===== config.mk =====
export PLATFORM = sky130hd
export DESIGN_NAME = ncdf_front
export DESIGN_NICKNAME = d
export VERILOG_FILES = /design/src/sv/ncdf_pkg.sv /design/src/sv/ncdf_front.sv
export SDC_FILE = /design/constraint.sdc
export NUM_CORES = 2
export LEC_CHECK = 0
export CAP_MARGIN = 15
export CORE_MARGIN = 2
export CORE_UTILIZATION = 30
export DETAILED_ROUTE_END_ITERATION = 10
export DONT_BUFFER_PORTS = 1
export MAX_ROUTING_LAYER = met4
export RECOVER_POWER = 25
export SLEW_MARGIN = 10
export SYNTH_ARGS = -nofsm -noshare
export SYNTH_HDL_FRONTEND = slang
export SYNTH_SLANG_ARGS = --single-unit

===== constraint.sdc =====
create_clock -name i_clk -period 20.9 [get_ports i_clk]
set_input_delay 1.045 -clock i_clk [delete_from_list [all_inputs] [get_ports i_clk]]
set_output_delay 1.045 -clock i_clk [all_outputs]
set_load 0.01 [all_outputs]

===== src/sv/ncdf_pkg.sv =====
// shared constants, fixed-point coefficients and transaction types
`default_nettype none
package ncdf_pkg;

    localparam int ARG_FRAC = 12;
    localparam int RES_FRAC = 16;
    localparam int ARG_W    = 16;
    localparam int VAL_W    = 18;

    // q30 constants, rounded to nearest
    localparam logic [63:0] Q_INV_SQRT2 =
        ((64'd7071067812 << 30) + 64'd5000000000) / 64'd10000000000;
    localparam logic [63:0] Q_LOG2E =
        ((64'd14426950409 << 30) + 64'd5000000000) / 64'd10000000000;
    localparam logic [63:0] Q_LN2 =
        ((64'd6931471806 << 30) + 64'd5000000000) / 64'd10000000000;
    localparam logic [63:0] Q_P  = ((64'd327591100 << 30) + 64'd500000000) / 64'd1000000000;
    localparam logic [63:0] Q_A1 = ((64'd254829592 << 30) + 64'd500000000) / 64'd1000000000;
    localparam logic [63:0] Q_A2 = ((64'd284496736 << 30) + 64'd500000000) / 64'd1000000000;
    localparam logic [63:0] Q_A3 = ((64'd1421413741 << 30) + 64'd500000000) / 64'd1000000000;
    localparam logic [63:0] Q_A4 = ((64'd1453152027 << 30) + 64'd500000000) / 64'd1000000000;
    localparam logic [63:0] Q_A5 = ((64'd1061405429 << 30) + 64'd500000000) / 64'd1000000000;

    localparam logic [29:0] INV_SQRT2 = Q_INV_SQRT2[29:0];
    localparam logic [30:0] LOG2E     = Q_LOG2E[30:0];
    localparam logic [29:0] LN2       = Q_LN2[29:0];
    localparam logic [28:0] P_COEF    = Q_P[28:0];

    localparam logic [30:0] ONE_Q30 = 31'd1 << 30;
    localparam logic [30:0] X_LIMIT = 31'd1610612736;

    localparam logic signed [33:0] COEF_A5 = 34'(Q_A5);
    localparam logic signed [33:0] COEF_ADD [6] = '{
        -34'(Q_A4), 34'(Q_A3), -34'(Q_A2), 34'(Q_A1), 34'd0, 34'd0
    };

    typedef struct packed {
        logic neg;
        logic mode;
    } t_flags;

    typedef struct packed {
        logic [31:0] d;
        logic [35:0] v;
        t_flags      flg;
    } t_dv;

    typedef struct packed {
        logic [30:0] t;
        logic [35:0] v;
        t_flags      flg;
    } t_tv;

    typedef struct packed {
        logic [30:0] t;
        logic [30:0] ex;
        t_flags      flg;
    } t_te;

endpackage
`default_nettype wire


===== src/sv/ncdf_front.sv =====
// argument magnitude, scaling, clamp, divisor and exponent argument
`default_nettype none
module ncdf_front (
    input  logic                        i_clk,
    input  logic                        i_rst_n,
    input  logic                        i_vld,
    output logic                        o_rdy,
    input  logic [ncdf_pkg::ARG_W-1:0]  i_arg,
    input  logic                        i_mode,
    output logic                        o_vld,
    input  logic                        i_rdy,
    output ncdf_pkg::t_dv               o_dat
);
    import ncdf_pkg::*;

    localparam int NST = 6;

    logic [NST-1:0] r_vld;
    logic           en;
    t_flags         r_flg [NST];

    logic [45:0] r0_prod;
    logic [15:0] r0_mag;
    logic [30:0] r1_m;
    logic [59:0] r2_pm;
    logic [61:0] r2_mm;
    logic [31:0] r3_d;
    logic [31:0] r3_u;
    logic [62:0] r4_prod;
    logic [31:0] r4_d;
    logic [35:0] r5_v;
    logic [31:0] r5_d;

    logic [15:0] mag;
    logic [31:0] m_raw;

    assign en    = !r_vld[NST-1] || i_rdy;
    assign o_rdy = en;
    assign o_vld = r_vld[NST-1];
    assign o_dat = '{d: r5_d, v: r5_v, flg: r_flg[NST-1]};

    // most negative argument wraps to 32768, which fits unsigned
    assign mag = i_arg[ARG_W-1] ? (~i_arg + 16'd1) : i_arg;

    always_comb begin
        if (r_flg[0].mode) begin
            m_raw = 32'((r0_prod + (46'd1 << (ARG_FRAC + 1))) >> (ARG_FRAC + 2));
        end else begin
            m_raw = 32'(r0_mag) << (28 - ARG_FRAC);
        end
    end

    always_ff @(posedge i_clk) begin
        if (!i_rst_n) begin
            r_vld <= '0;
        end else if (en) begin
            r_vld <= {r_vld[NST-2:0], i_vld};
        end
    end

    always_ff @(posedge i_clk) begin
        if (en) begin
            r_flg[0] <= '{neg: i_arg[ARG_W-1], mode: i_mode};
            for (int i = 1; i < NST; i++) begin
                r_flg[i] <= r_flg[i-1];
            end
            r0_prod <= 46'(mag) * 46'(INV_SQRT2);
            r0_mag  <= mag;
            r1_m    <= (m_raw > 32'(X_LIMIT)) ? X_LIMIT : m_raw[30:0];
            r2_pm   <= 60'(r1_m) * 60'(P_COEF);
            r2_mm   <= 62'(r1_m) * 62'(r1_m);
            r3_d    <= 32'(ONE_Q30) + 32'((r2_pm + (60'd1 << 27)) >> 28);
            r3_u    <= 32'((r2_mm + (62'd1 << 29)) >> 30);
            r4_prod <= 63'(r3_u) * 63'(LOG2E);
            r4_d    <= r3_d;
            r5_v    <= 36'((r4_prod + (63'd1 << 25)) >> 26);
            r5_d    <= r4_d;
        end
    end

endmodule
`default_nettype wire


==> impl_metrics.toml <==
[outcome]
status = "finished with violations"
violations = "max-capacitance violations, max-slew violations"

[cts]
cts_max_path_buffers = 3
ctsResizeCount = 0
cts_tree = "yes"
cts_buffers = 42
cts_root_buf = "clkbuf_16"
path_clk_slew_ns = 0.07
clock_latency_ns = 0.64
htree_levels = 2
cts_setup_buffers = 0
cts_hold_buf = 0
clkSinkCount = 365

[synth]
syn_nets = 10130
async_flop_share = 0
yosysUniqueCellTypes = 88
synth-seq-area-share = 0.141
synth-edff-count = 359
yosysTopAreaCell = "fa_1"
synth.most_common_cell = "inv_1"
yosysWarnings = 0
synth-seq-cells = 365
ys.flop_type = "edfxtp_1"
netlist_area_mm2 = 0.0776
synth_top_cells_by_count = "2109 x inv_1, 1588 x fa_1, 1243 x ha_1, 383 x nand2_1, 359 x edfxtp_1"
synthCells = 7278
synth_top_area_frac = 0.410
synth_area_leaders = "fa_1 41%, ha_1 20%, edfxtp_1 14%"
avgSynthCellArea_um2 = 10.7

[route]
postRouteAntennaNets = 0
vias_per_cell = 4.64
num_vias = 49642
wl_per_cell_um = 19.6
drt_iter0_markers = 3030
drcViolationCount = 0
routed_wl_um = 210000
dr.pass1.iters = 8

[worst_hold_path]
hold_start = "r4_d[4]"
min_to = "r5_d[4]"
hold_path.class = "flip-flop to flip-flop"
whs_path_depth = 0

[layout]
multiInputGateArea_mm2 = 0.0584
nets = 10138
n_fill_cell = 26154
layout.cells.non_filler = 10704
register_area_mm2 = 0.0109
area_growth_pct = 7.34
fin_util = 0.324
final_layout_size_suffix_gt1_frac = 0.0228

[critical_path]
crit_slowest_cell = "edfxtp_1"
cp-end-kind = "flip-flop"
crit_type = "flip-flop to flip-flop"
crit_top_cell = "fa_1"
critPathMaxStageDelay_ns = 0.83
critPathTopFamily = "adder cells"
r2r_start = "r1_m[22]"
ff2ff_setup_slack_ns = 11.08
cp_data_required_time_ns = 21.29
worstRegToRegCells = 26
critPathBufInv = 6
arrival_ns = 10.22
startpoint_type = "flip-flop"
worstReg2RegEnd = "r2_mm[57]"
path_max_fanout = 30

[timing]
final_hold_viol_count = 0
tightest_slew_ns = 4.16
hold_slack_ns = 0.404
skew_ns = 0.0345
fin_crit_sh = 0.470
rsz0062_at_grt = "false"
fin_tns_setup_ns = 0
fin_crit_ns = 9.82
setup_viol = 0
max_freq_ghz = 0.102
slew_viol_final = 90
slew-limit-headroom = -1.77

[die]
rows = 186
core_area_mm2 = 0.257
dieArea_mm2 = 0.263
num_io_pins = 93
die_y_um = 512
start_util = 0.302
die_w_um = 512

[grt]
antenna_found_initial = 2
grt_pass1_vias = 55895
grt_overflow = 0
grt_max_degree = 91
grt_usage = 0.167
grt_first_pass_wirelength_um = 327000

[placement]
dp.final_hpwl_um = 181000
placed_cells = 10626
io_buffers = 0
finalWeightedCongestion = 0.996

[flow_run]
drv_cap = 1
-- layer usage --
| layer | vias up | share of wire | routed length [um] | global-route usage |
|---|---|---|---|---|
| met5 | - | 0 | 0 | - |
| met4 | 0 | 0.042 | 8810 | 0.0581 |
| met3 | 369 | 0.048 | 10000 | 0.0202 |
| met2 | 1438 | 0.50 | 104000 | 0.287 |
| met1 | 25375 | 0.41 | 86400 | 0.201 |
| li1 | 22460 | - | - | - |
-- cell usage in the layout (no fill, tap or decap), drive strengths merged, types with 97 or more instances in the layout --
cell type  instances
xor2             105
ha              1243
edfxtp           359
inv             2119
xnor2            201
a21oi            157
nand2            383
nor2             279
fa              1588
a21o              97
-- registers in the layout, indices dropped and copies added, names as in the netlist, 32 cells and up --
| name | flops |
|---|---|
| r4_prod | 37 |
| r2_pm | 33 |
| r3_d | 32 |
| r2_mm | 33 |
| r3_u | 32 |
| r0_prod | 35 |
| r4_d | 32 |
| r5_v | 36 |
| r5_d | 32 |
-- logic make-up after synthesis --
family / synth area share
compound gates: 0.0445
flops: 0.141
simple gates: 0.0620
mux: 0.000694
buf+inv: 0.107
xor+xnor: 0.0347
fa+ha+maj: 0.610
-- worst max-delay path by stage --
stage | startpoint | endpoint | cells after the start
after CTS | r1_m[22] | r2_mm[57] | 27
after detailed placement | r1_m[22] | r2_mm[57] | 27
final | r1_m[22] | r2_mm[57] | 26
after global routing | r1_m[22] | r2_mm[57] | 26
after global placement | r1_m[22] | r2_mm[57] | 26
after floorplan | i_rdy | o_rdy | 3
-- worst reg2reg max path: stages, from the launching register on --
cell	delay (ns)
edfxtp_1	0.83
buf_4	0.64
nand2_1	0.26
inv_1	0.12
fa_1	0.43
fa_1	0.49
inv_1	0.06
fa_1	0.45
fa_1	0.58
inv_1	0.07
fa_1	0.55
fa_1	0.43
fa_1	0.49
inv_1	0.05
fa_1	0.56
inv_1	0.08
ha_1	0.36
nand2_1	0.19
o21ai_0	0.17
a21oi_1	0.50
o2111ai_1	0.57
nand2_1	0.42
o21ai_1	0.25
o31a_1	0.39
a311o_1	0.38
a31oi_1	0.20
xnor2_1	0.09
-- through the flow --
stage	area (um^2)	setup WS [ns]
final	83200	11.08
after global routing	83200	10.78
after CTS	83300	11.14
after detailed placement	81900	11.13
after global placement	81900	11.25
after floorplan	77600	11.58
-- cell type report --
type / count / share of cell area
Inverter: 2118 / 0.0955
Tap cell: 3384 / 0.0509
Multi-Input combinational cell: 4701 / 0.701
Sequential cell: 365 / 0.131
Clock buffer: 50 / 0.0134
Antenna cell: 2 / 0.0000601
Timing Repair Buffer: 58 / 0.00505
Clock inverter: 26 / 0.00311
Power is not shown: default switching activity piles up to over one toggle a cycle in this logic, so the estimate is an artifact.
